<file path="config.mk">
export PLATFORM = sky130hd
export DESIGN_NAME = palette_nearest_farthest_match_unit
export DESIGN_NICKNAME = d
export VERILOG_FILES = /design/src/sv/nfm_pkg.sv /design/src/sv/palette_nearest_farthest_match_unit.sv /design/src/sv/nfm_palette_mem.sv /design/src/sv/nfm_dist_unit.sv
export SDC_FILE = /design/constraint.sdc
export NUM_CORES = 1
export LEC_CHECK = 0
export BUFFER_PORTS_ARGS = -buffer_cell sky130_fd_sc_hd__buf_2
export CAP_MARGIN = 10
export CORE_ASPECT_RATIO = 0.5
export CORE_MARGIN = 2
export CORE_UTILIZATION = 57
export DETAILED_ROUTE_END_ITERATION = 16
export GPL_ROUTABILITY_DRIVEN = 0
export PLACE_DENSITY_LB_ADDON = 0.2
export SLEW_MARGIN = 20
export SYNTH_ARGS = -nofsm -noshare
export SYNTH_HDL_FRONTEND = slang
export SYNTH_SLANG_ARGS = --single-unit
export TNS_END_PERCENT = 20
</file>
<file path="constraint.sdc">
create_clock -name clock -period 12.9 [get_ports clock]
set_clock_uncertainty 0.1 [all_clocks]
set_input_delay 1.29 -clock clock [delete_from_list [all_inputs] [get_ports clock]]
set_output_delay 1.29 -clock clock [all_outputs]
set_load 0.01 [all_outputs]
</file>
<file path="src/sv/nfm_pkg.sv">
// ----------------------------------------------------------------------------
// nfm_pkg
// Shared types and constants for the palette nearest/farthest match unit.
// ----------------------------------------------------------------------------
package nfm_pkg;

   localparam int OP_W     = 2;
   localparam int IDX_IN_W = 4;
   localparam int COLOR_W  = 12;
   localparam int DIST_W   = 9;
   localparam int MATCH_W  = 4;

   localparam int REQ_DATA_W = 24;
   localparam int RSP_DATA_W = 16;

   localparam int BLUE_LSB  = 0;
   localparam int BLUE_W    = 3;
   localparam int GREEN_LSB = 4;
   localparam int GREEN_W   = 3;
   localparam int RED_LSB   = 8;
   localparam int RED_W     = 4;

   localparam logic [DIST_W-1:0] DIST_MAX = 9'd323;

   typedef enum logic [OP_W-1:0] {
      OP_WRITE    = 2'd0,
      OP_CLOSEST  = 2'd1,
      OP_FARTHEST = 2'd2
   } op_type;

   typedef struct packed {
      logic vld;
      logic first;
      logic last;
   } scan_tag_type;

endpackage

</file>
<file path="src/sv/palette_nearest_farthest_match_unit.sv">
// ----------------------------------------------------------------------------
// palette_nearest_farthest_match_unit
// Palette store with closest-color and farthest-color search.
// ----------------------------------------------------------------------------
// Usage:
//   req channel carries one transaction per operation: palette write, closest
//   query (color and start index) or farthest query (reference entry index).
//   rsp channel returns one transaction per query (match index and distance);
//   writes and the unused operation code return nothing.
// Scan:
//   A closest query scans from its start index to the last entry, a farthest
//   query first loads its reference entry and then scans every entry. The
//   scan reads one palette entry per cycle through the single memory read
//   port into one shared distance unit, and req_tready stays low from query
//   acceptance until its result is loaded.
// Reset:
//   All palette entries read as zero, the sequencer returns to idle and any
//   pending result is dropped.
// Stall:
//   The result waits in the output register while rsp_tready is low; the
//   next request is taken meanwhile, and a second query holds until it frees.
// ----------------------------------------------------------------------------
module palette_nearest_farthest_match_unit
   import nfm_pkg::*;
#(
   parameter int PALETTE_ENTRIES = 16
) (
   input  logic                  clock,
   input  logic                  reset,
   input  logic                  req_tvalid,
   output logic                  req_tready,
   input  logic [REQ_DATA_W-1:0] req_tdata,  // operation, entry_index, color_value, zero pad
   output logic                  rsp_tvalid,
   input  logic                  rsp_tready,
   output logic [RSP_DATA_W-1:0] rsp_tdata   // match_index, match_distance, zero pad
);

   localparam int IDX_W  = $clog2(PALETTE_ENTRIES);
   localparam int WIDE_W = ((IDX_W > IDX_IN_W) ? IDX_W : IDX_IN_W) + 1;
   localparam logic [WIDE_W-1:0] ENTRIES_WIDE = WIDE_W'(PALETTE_ENTRIES);
   localparam logic [IDX_W-1:0]  LAST_IDX     = IDX_W'(PALETTE_ENTRIES - 1);

   typedef enum logic [2:0] {
      ST_IDLE,
      ST_REF_LOAD,
      ST_SCAN,
      ST_DRAIN,
      ST_DONE
   } state_type;

   state_type          state_ff, state_in;
   logic [IDX_W-1:0]   addr_ff, addr_in;
   logic               first_ff, first_in;
   logic               closest_ff, closest_in;
   logic [COLOR_W-1:0] target_ff, target_in;
   logic [IDX_W-1:0]   best_idx_ff, best_idx_in;
   logic [DIST_W-1:0]  best_dist_ff, best_dist_in;
   scan_tag_type       tag1_ff, tag1_in;
   logic [IDX_W-1:0]   idx1_ff;
   logic               rsp_valid_ff, rsp_valid_in;
   logic [MATCH_W-1:0] rsp_idx_ff, rsp_idx_in;
   logic [DIST_W-1:0]  rsp_dist_ff, rsp_dist_in;

   op_type             in_op;
   logic [IDX_IN_W-1:0] in_idx;
   logic [COLOR_W-1:0] in_color;
   logic [WIDE_W-1:0]  in_idx_wide;
   logic               in_in_range;
   logic [IDX_W-1:0]   in_clamped;
   logic               req_fire;
   logic               wr_en;
   logic [IDX_W-1:0]   rd_addr;
   logic [COLOR_W-1:0] rd_data;
   logic [DIST_W-1:0]  dist_value;
   scan_tag_type       dist_tag;
   logic [IDX_W-1:0]   dist_idx;
   logic               take;
   logic [WIDE_W-1:0]  best_idx_wide;

   assign in_op       = op_type'(req_tdata[OP_W-1:0]);
   assign in_idx      = req_tdata[OP_W +: IDX_IN_W];
   assign in_color    = req_tdata[OP_W + IDX_IN_W +: COLOR_W];
   assign in_idx_wide = WIDE_W'(in_idx);
   assign in_in_range = (in_idx_wide < ENTRIES_WIDE);
   assign in_clamped  = in_in_range ? in_idx_wide[IDX_W-1:0] : LAST_IDX;

   assign req_tready = (state_ff == ST_IDLE);
   assign req_fire   = req_tvalid && req_tready;
   assign wr_en      = req_fire && (in_op == OP_WRITE) && in_in_range;
   assign rd_addr    = (state_ff == ST_IDLE) ? in_clamped : addr_ff;

   nfm_palette_mem #(
      .ENTRIES (PALETTE_ENTRIES),
      .IDX_W   (IDX_W)
   ) u_mem (
      .clock   (clock),
      .reset   (reset),
      .wr_en   (wr_en),
      .wr_addr (in_clamped),
      .wr_data (in_color),
      .rd_addr (rd_addr),
      .rd_data (rd_data)
   );

   nfm_dist_unit #(
      .IDX_W (IDX_W)
   ) u_dist (
      .clock    (clock),
      .reset    (reset),
      .a_color  (target_ff),
      .b_color  (rd_data),
      .in_tag   (tag1_ff),
      .in_idx   (idx1_ff),
      .out_dist (dist_value),
      .out_tag  (dist_tag),
      .out_idx  (dist_idx)
   );

   assign take = dist_tag.first ||
                 (closest_ff ? (dist_value < best_dist_ff) : (dist_value > best_dist_ff));
   assign best_idx_wide = WIDE_W'(best_idx_ff);

   always_comb begin
      state_in     = state_ff;
      addr_in      = addr_ff;
      first_in     = first_ff;
      closest_in   = closest_ff;
      target_in    = target_ff;
      best_idx_in  = best_idx_ff;
      best_dist_in = best_dist_ff;
      tag1_in      = '0;
      rsp_valid_in = rsp_valid_ff;
      rsp_idx_in   = rsp_idx_ff;
      rsp_dist_in  = rsp_dist_ff;

      if (rsp_valid_ff && rsp_tready) begin
         rsp_valid_in = 1'b0;
      end

      if (dist_tag.vld && take) begin
         best_idx_in  = dist_idx;
         best_dist_in = dist_value;
      end

      unique case (state_ff)
         ST_IDLE: begin
            if (req_fire) begin
               case (in_op)
                  OP_CLOSEST: begin
                     closest_in = 1'b1;
                     target_in  = in_color;
                     addr_in    = in_clamped;
                     first_in   = 1'b1;
                     state_in   = ST_SCAN;
                  end
                  OP_FARTHEST: begin
                     closest_in = 1'b0;
                     addr_in    = '0;
                     first_in   = 1'b1;
                     state_in   = ST_REF_LOAD;
                  end
                  default: begin
                  end
               endcase
            end
         end
         ST_REF_LOAD, ST_SCAN: begin
            if (state_ff == ST_REF_LOAD) begin
               target_in = rd_data;
            end
            tag1_in.vld   = 1'b1;
            tag1_in.first = first_ff;
            tag1_in.last  = (addr_ff == LAST_IDX);
            first_in      = 1'b0;
            if (addr_ff == LAST_IDX) begin
               state_in = ST_DRAIN;
            end else begin
               addr_in  = addr_ff + IDX_W'(1);
               state_in = ST_SCAN;
            end
         end
         ST_DRAIN: begin
            if (dist_tag.vld && dist_tag.last) begin
               state_in = ST_DONE;
            end
         end
         ST_DONE: begin
            if (!rsp_valid_ff || rsp_tready) begin
               rsp_valid_in = 1'b1;
               rsp_idx_in   = best_idx_wide[MATCH_W-1:0];
               rsp_dist_in  = best_dist_ff;
               state_in     = ST_IDLE;
            end
         end
         default: begin
            state_in = ST_IDLE;
         end
      endcase
   end

   always_ff @(posedge clock) begin
      if (reset) begin
         state_ff     <= ST_IDLE;
         tag1_ff      <= '0;
         rsp_valid_ff <= 1'b0;
      end else begin
         state_ff     <= state_in;
         tag1_ff      <= tag1_in;
         rsp_valid_ff <= rsp_valid_in;
      end
      addr_ff      <= addr_in;
      first_ff     <= first_in;
      closest_ff   <= closest_in;
      target_ff    <= target_in;
      best_idx_ff  <= best_idx_in;
      best_dist_ff <= best_dist_in;
      idx1_ff      <= addr_ff;
      rsp_idx_ff   <= rsp_idx_in;
      rsp_dist_ff  <= rsp_dist_in;
   end

   assign rsp_tvalid = rsp_valid_ff;
   assign rsp_tdata  = {{(RSP_DATA_W - MATCH_W - DIST_W){1'b0}}, rsp_dist_ff, rsp_idx_ff};

`ifndef SYNTHESIS
   a_idle_drained: assert property (@(posedge clock) disable iff (reset)
      (state_ff == ST_IDLE) |-> (!tag1_ff.vld && !dist_tag.vld))
      else $error("scan pipeline busy while idle");

   a_dist_range: assert property (@(posedge clock) disable iff (reset)
      rsp_valid_ff |-> (rsp_dist_ff <= DIST_MAX))
      else $error("match distance out of range");

   a_last_ends_scan: assert property (@(posedge clock) disable iff (reset)
      (tag1_ff.vld && tag1_ff.last) |=> !tag1_ff.vld)
      else $error("entry issued after last entry of scan");

   a_first_loads_best: assert property (@(posedge clock) disable iff (reset)
      (dist_tag.vld && dist_tag.first) |=>
         ((best_dist_ff == $past(dist_value)) && (best_idx_ff == $past(dist_idx))))
      else $error("first scanned entry did not seed the best match");
`endif

endmodule

</file>
<file path="src/sv/nfm_palette_mem.sv">
// ----------------------------------------------------------------------------
// nfm_palette_mem
// Palette storage: one write port, one registered read port, and per-entry
// valid bits so that unwritten entries read as zero after reset.
// ----------------------------------------------------------------------------
module nfm_palette_mem
   import nfm_pkg::*;
#(
   parameter int ENTRIES = 16,
   parameter int IDX_W   = 4
) (
   input  logic               clock,
   input  logic               reset,
   input  logic               wr_en,
   input  logic [IDX_W-1:0]   wr_addr,
   input  logic [COLOR_W-1:0] wr_data,
   input  logic [IDX_W-1:0]   rd_addr,
   output logic [COLOR_W-1:0] rd_data
);

   logic [COLOR_W-1:0] palette_ff [ENTRIES];
   logic [ENTRIES-1:0] valid_ff;
   logic [COLOR_W-1:0] rd_data_ff;
   logic               rd_valid_ff;

   always_ff @(posedge clock) begin
      if (wr_en) begin
         palette_ff[wr_addr] <= wr_data;
      end
      rd_data_ff  <= palette_ff[rd_addr];
      rd_valid_ff <= valid_ff[rd_addr];
   end

   always_ff @(posedge clock) begin
      if (reset) begin
         valid_ff <= '0;
      end else if (wr_en) begin
         valid_ff[wr_addr] <= 1'b1;
      end
   end

   assign rd_data = rd_valid_ff ? rd_data_ff : '0;

endmodule

</file>
<file path="src/sv/nfm_dist_unit.sv">
// ----------------------------------------------------------------------------
// nfm_dist_unit
// Shared color distance unit: sum of squared channel differences, registered,
// with the scan tag and entry index carried alongside.
// ----------------------------------------------------------------------------
module nfm_dist_unit
   import nfm_pkg::*;
#(
   parameter int IDX_W = 4
) (
   input  logic               clock,
   input  logic               reset,
   input  logic [COLOR_W-1:0] a_color,
   input  logic [COLOR_W-1:0] b_color,
   input  scan_tag_type       in_tag,
   input  logic [IDX_W-1:0]   in_idx,
   output logic [DIST_W-1:0]  out_dist,
   output scan_tag_type       out_tag,
   output logic [IDX_W-1:0]   out_idx
);

   logic [BLUE_W-1:0]    a_blue, b_blue, d_blue;
   logic [GREEN_W-1:0]   a_green, b_green, d_green;
   logic [RED_W-1:0]     a_red, b_red, d_red;
   logic [2*BLUE_W-1:0]  sq_blue;
   logic [2*GREEN_W-1:0] sq_green;
   logic [2*RED_W-1:0]   sq_red;
   logic [DIST_W-1:0]    dist_in, dist_ff;
   scan_tag_type         tag_ff;
   logic [IDX_W-1:0]     idx_ff;

   always_comb begin
      a_blue   = a_color[BLUE_LSB +: BLUE_W];
      b_blue   = b_color[BLUE_LSB +: BLUE_W];
      a_green  = a_color[GREEN_LSB +: GREEN_W];
      b_green  = b_color[GREEN_LSB +: GREEN_W];
      a_red    = a_color[RED_LSB +: RED_W];
      b_red    = b_color[RED_LSB +: RED_W];
      d_blue   = (a_blue  >= b_blue)  ? (a_blue  - b_blue)  : (b_blue  - a_blue);
      d_green  = (a_green >= b_green) ? (a_green - b_green) : (b_green - a_green);
      d_red    = (a_red   >= b_red)   ? (a_red   - b_red)   : (b_red   - a_red);
      sq_blue  = (2*BLUE_W)'(d_blue) * (2*BLUE_W)'(d_blue);
      sq_green = (2*GREEN_W)'(d_green) * (2*GREEN_W)'(d_green);
      sq_red   = (2*RED_W)'(d_red) * (2*RED_W)'(d_red);
      dist_in  = DIST_W'(sq_blue) + DIST_W'(sq_green) + DIST_W'(sq_red);
   end

   always_ff @(posedge clock) begin
      if (reset) begin
         tag_ff <= '0;
      end else begin
         tag_ff <= in_tag;
      end
      dist_ff <= dist_in;
      idx_ff  <= in_idx;
   end

   assign out_dist = dist_ff;
   assign out_tag  = tag_ff;
   assign out_idx  = idx_ff;

endmodule

</file>
; ---- Word level (Yosys, flattened, before mapping)
; Memories as Yosys holds them, arrays and structs flattened. A register that Yosys moved wholly into a read port is not among the register bits.
; Index checks and enable logic that the tools add are counted.
[totals]
ff_bits = 88
ramBits = 192
in_bits = 28
out_inout_bits = 18
wordCells = 118
mem_count = 1
[classes]
n_addsub = 9
n_mul = 3
n_lt_le_gt_ge = 9
n_eq_ne = 15
muxes = 35
bitwise = 2
reduce_logical = 23
[memory_table]
columns = memory, words, width, rd, rd_ports_with_merged_regs, write_ports, line
row1 = u_mem.palette_ff, 16, 12, 1, 1, 1, nfm_palette_mem.sv:21  ; logic [COLOR_W-1:0] palette_ff [ENTRIES];
[ops]
columns = op, n
row1 = two-way mux 12 bit, 4
row2 = case mux 12 bit (2 select lines), 1
row3 = two-way mux 4 bit, 5
row4 = two-way mux 3 bit, 6
row5 = bitwise OR 16 bit, 1
row6 = case mux 4 bit (2 select lines), 2
row7 = "less-than comparator 4 x 5 -> 1 bit, second input constant", 3
row8 = multiplier 3 x 3 -> 6 bit, 2
row9 = case mux 3 bit (4 select lines), 1
row10 = AND reduction 4 bit, 3
row11 = subtractor 3 bit, 4
row12 = two-way mux 1 bit, 11
row13 = "inequality test 2 bit, second input constant", 5
row14 = adder 9 x 8 -> 9 bit, 1
row15 = greater-than comparator 9 bit, 1
row16 = less-than comparator 9 bit, 1
row17 = multiplier 4 x 4 -> 8 bit, 1
row18 = subtractor 4 bit, 2
row19 = adder 6 x 6 -> 7 bit, 1
row20 = logical AND 1 bit, 7
row21 = "== test 3 x 2 -> 1 bit, second input constant", 2
row22 = greater-or-equal comparator 3 bit, 2
row23 = case mux 3 bit (2 select lines), 1
row24 = AND reduction 3 bit, 2
row25 = other kinds (21), 27

; ---- Depth between registers and ports, before layout
[depth]
depth_word = 7
ltp_mapped = 22

; ---- Hierarchy
; A second synthesis with hierarchy kept.
[hier_totals]
cells_unflattened = 819
hier_area_um2 = 12721.0
[modules_own_cells]
columns = module, instances, cells_each, area_each_um2
row1 = nfm_palette_mem, 1, 411, 8369.3
row2 = palette_nearest_farthest_match_unit, 1, 199, 2433.6
row3 = nfm_dist_unit, 1, 209, 1918.1

; ---- Least setup slack after synthesis
; OpenSTA, ideal clock, no wires.
[synth_path]
path_type = register to register
start = reg u_mem.rd_valid_ff
end = reg u_dist.dist_ff[7], in the netlist u_dist.out_dist[7]
setup_ns = 0.072
arrival_time_ns = 4.803
setup_slack_ns = 7.924
path_stages_with_launch = 23
path_buffers = 1
synth_period_minus_slack_ns = 4.976
cell_sequence = dfxtp_1 -> clkbuf_1 -> nand2_1 -> inv_1 -> ha_1 -> nand2b_1 -> a21o_1 -> a21oi_1 -> mux2i_1 -> nor2_1 -> ha_1 -> o21bai_1 -> fa_1 -> ha_1 -> fa_1 -> inv_1 -> fa_1 -> inv_1 -> ha_1 -> a21oi_1 -> o21bai_1 -> a21oi_1 -> xnor2_1
[synth_between]
elab_chain_cells = 6
[synth_rtl]
columns = element, line
row1 = from (decl), nfm_palette_mem.sv:24  ; logic rd_valid_ff;
row2 = from (signal assigned), nfm_palette_mem.sv:31  ; rd_valid_ff <= valid_ff[rd_addr];
row3 = two-way mux 12 bit (*), nfm_palette_mem.sv:42  ; assign rd_data = rd_valid_ff ? rd_data_ff : '0;
row4 = subtractor 3 bit (tied with other cells), nfm_dist_unit.sv:39  ; d_blue = (a_blue >= b_blue) ? (a_blue - b_blue) : (b_blue - a_blue);
row5 = two-way mux 3 bit (on tied branches), "nfm_dist_unit.sv:39, nfm_dist_unit.sv:40"
row6 = multiplier 3 x 3 -> 6 bit (on tied branches), "nfm_dist_unit.sv:42, nfm_dist_unit.sv:43"
row7 = adder 6 x 6 -> 7 bit, nfm_dist_unit.sv:45  ; dist_in = DIST_W'(sq_blue) + DIST_W'(sq_green) + DIST_W'(sq_red);
row8 = adder 9 x 8 -> 9 bit (*), nfm_dist_unit.sv:45
row9 = named net u_dist.dist_in[7], nfm_dist_unit.sv:28  ; logic [DIST_W-1:0] dist_in, dist_ff;
row10 = to (signal assigned), nfm_dist_unit.sv:54  ; dist_ff <= dist_in;
row11 = to (decl), nfm_dist_unit.sv:28
; The timed path passes the listed nets; every way through them passes the cells marked *.
; A chain may end at the register's enable or synchronous reset.

; ---- Worst setup path in the final report
; Ends and elaborated chain as after synthesis.

==> flow_summary.toml <==
[run_status]
outcome = "finished clean"

[worst_setup_path]
cp_data_arrival_time_ns = 5.71
end_kind = "register"
r2r_start = "u_mem.rd_valid_ff"
worst-path-buf-inv = 3
worstPathRequired_ns = 13.24
cp.depth = 21
r2r-end = "u_dist.out_dist[7]"
reg2reg_slack_ns = 7.53
cpMostUsedCell = "ha_1"
slowest_delay_ns = 0.54
r2r_cells = 21
path_cells = "nand2_1 -> inv_1 -> ha_1 -> nand2b_1 -> a21o_1 -> a21oi_1 -> mux2i_1 -> nor2_1 -> ha_1 -> o21bai_1 -> fa_1 -> ha_1 -> fa_1 -> inv_1 -> fa_1 -> inv_1 -> ha_1 -> a21oi_1 -> o21bai_1 -> a21oi_1 -> xnor2_1"
critPathLaunchType = "register"
crit_type = "reg -> reg"
crit_family = "adder cells"
critical_path.max_fanout = 10
crit_path_top_delay_cell = "dfxtp_1"

[clocking]
cts_tree = "built"
clk_latency_ns = 0.53
numClockSinks = 256
numCtsBuffers = 23
ctsHoldBuffers = 0
cts_max_level = 1
clk_pin_slew_worst_paths_ns = 0.06
root_buffer = "clkbuf_16"
ctsResizeCount = 0
clk_path_buf_depth = 3
postCtsSetupRepairBufs = 0

[pwr]
leakagePower_nw = 4.79
power_frac_clock = 0.313
pwr-share-comb = 0.243
p_sw_mw = 0.607
internal_power_mw = 1.54
p_per_area_mw_per_mm2 = 175
power_frac_seq = 0.444
switching_share = 0.283
vdd_drop_max_mv = 0.0827

[synth]
ys_seq_area_frac = 0.641
synth_cells = 801
ys_warn_count = 0
synth_edf_count = 202
ys.flop_type = "edfxtp_1"
async_flop_share = 0
syn_avg_cell_area_um2 = 13.9
synthTopCellsByArea = "edfxtp_1, dfxtp_1, mux2i_1"
synth.distinct_cells = 44
yosysTopAreaCellShare = 0.544
synth_seq_cells = 256
synth_area_mm2 = 0.0112
yosysTopAreaCell = "edfxtp_1"

[sta]
rsz0062_at_grt = "no"
report.final.slew_viol_count = 0
setup_viol = 0
fmax_mhz = 186
relSlewSlack = 0.238
finalCritPeriodShare = 0.416
final.min_clock_period_ns = 5.37
finalSetupTns_ns = 0
hold_ws_ns = 0.229
finalHoldViolCount = 0
tightestPinTransition_ns = 1.14

[cells_and_area]
final_core_util = 0.636
final_common_cell = "edfxtp_1"
final_cell_mix = "edfxtp_1, mux2i_1, nor2_1"
synthToLayoutAreaGrowth_pct = 10.3
fin_nets = 921
fillers = 1369
diodes = 0
drive_above_1_share = 0.142

[hold_path]
hold_path_class = "reg -> reg"
hold_end = "u_dist.out_idx[2]"
min_path_cells = 0
worstHoldStart = "idx1_ff[2]"

[floorplan]
io_pins = 46
die-area_mm2 = 0.0208
fp-row-count = 36
die_y_um = 103
core_mm2 = 0.0193
die_x_um = 202
initial_core_util = 0.577

[routing]
drt-wirelength-per-cell_um = 17.6
routed_via_density = 5.51
first_iter_violations = 423
wl_mm = 19.7
ant_nets = 0
vias = 6149
firstDrtPassIters = 5
drc = 0

[grt]
grt_max_degree = 67
grt_pass1_vias = 6081
antenna_found_initial = 0
grt_pass1_wl_mm = 31.3
overflow = 0
grt_use_total = 0.193

[placement]
portBuffers = 34
place_hpwl_mm = 13.0

[job]
maxCapViolations = 0
## worst reg2reg max path, cell delays in order (launching register included)
cell      delay (ns)
dfxtp_1         0.54
nand2_1         0.17
inv_1           0.09
ha_1            0.29
nand2b_1        0.18
a21o_1          0.18
a21oi_1         0.25
mux2i_1         0.38
nor2_1          0.08
ha_1            0.18
o21bai_1        0.17
fa_1            0.47
ha_1            0.24
fa_1            0.48
inv_1           0.05
fa_1            0.47
inv_1           0.04
ha_1            0.32
a21oi_1         0.22
o21bai_1        0.11
a21oi_1         0.18
xnor2_1         0.13
## synth_stat cells, types with 2 or more instances
library cell  instances
nand2_1              32
ha_1                 49
edfxtp_1            202
and2_1                3
nor2_1               79
nor2b_1               8
mux2i_1              98
o21a_1                2
mux2_1                2
mux2_2               24
dfxtp_1              54
xnor2_1               8
nand4_1               2
buf_4                 5
or2_2                 3
fa_1                 11
a31oi_1               2
a21o_1                6
clkbuf_1             18
inv_1                47
a211oi_1             13
o21ai_0              15
xor2_1                5
nand2b_1              8
a211oi_2              9
buf_6                 3
and3_1                2
o22ai_1              11
buf_2                11
a31o_2                2
a21oi_1              35
nor3_1                6
o21bai_1              7
nand3_1               9
## power by group through the flow
stage | Clock [mW] | Combinational (mW) | Sequential, mW
detailed placement | 0 | 0.525 | 0.971
global route | 0.718 | 0.605 | 0.956
global placement | 0 | 0.511 | 0.969
CTS | 0.683 | 0.530 | 0.954
finish | 0.673 | 0.523 | 0.954
floorplan | 0 | 0.427 | 0.963
## cell type report
cell class,count,area [µm²],area share
clock buffer,28,594,0.0483
clock inverter,14,138,0.0112
inverter,47,176,0.0143
multi-input combinational,463,3680,0.299
sequential,256,7150,0.581
tap,266,333,0.0271
timing repair buffer,42,230,0.0187
## worst max-delay path by stage
stage                                 start                  to  slack (ns)
final                     u_mem.rd_valid_ff  u_dist.out_dist[7]        7.53
after global routing      u_mem.rd_valid_ff  u_dist.out_dist[7]        7.12
after CTS                 u_mem.rd_valid_ff  u_dist.out_dist[7]        7.51
after detailed placement  u_mem.rd_valid_ff  u_dist.out_dist[7]        7.55
after global placement    u_mem.rd_valid_ff  u_dist.out_dist[7]        7.63
after floorplan           u_mem.rd_valid_ff  u_dist.out_dist[7]        7.92
## cells by family (layout without fill, tap and decap cells)
kind of cell | count (synthesis) | in the layout | synth area share
other cells | 1 | 3 | 0.000336
xor+xnor | 13 | 13 | 0.0102
flops | 256 | 256 | 0.641
buf+inv | 84 | 131 | 0.0332
simple gates | 156 | 156 | 0.0624
mux | 124 | 124 | 0.114
compound gates | 107 | 107 | 0.0642
fa+ha+maj | 60 | 60 | 0.0747
## sequential cells by signal (all words and copies together), names as in the netlist, 9 cells and up
| name | count |
|---|---|
| u_mem.palette_ff | 160 |
| best_dist_ff | 9 |
| u_dist.out_dist | 9 |
| u_mem.rd_data_ff | 10 |
| u_mem.valid_ff | 16 |
| rsp_dist_ff | 9 |
| target_ff | 10 |
## metrics by stage
| step | std cells | power, mW | setup WS [ns] | cell area (µm²) |
|---|---|---|---|---|
| finish | 1116 | 2.15 | 7.53 | 12300 |
| detailed placement | 1074 | 1.50 | 7.55 | 11600 |
| CTS | 1116 | 2.17 | 7.51 | 12300 |
| global route | 1116 | 2.28 | 7.12 | 12300 |
| floorplan | 803 | 1.39 | 7.92 | 11200 |
| global placement | 1074 | 1.48 | 7.63 | 11600 |
## per-layer routing
layer	part of all wire	up-vias	GRT usage
met5	0	-	0
met4	0.019	0	0.0475
met3	0.038	30	0.0332
met2	0.46	115	0.327
met1	0.48	3040	0.266
li1	-	2964	-
(Power assumes the default switching activity.)
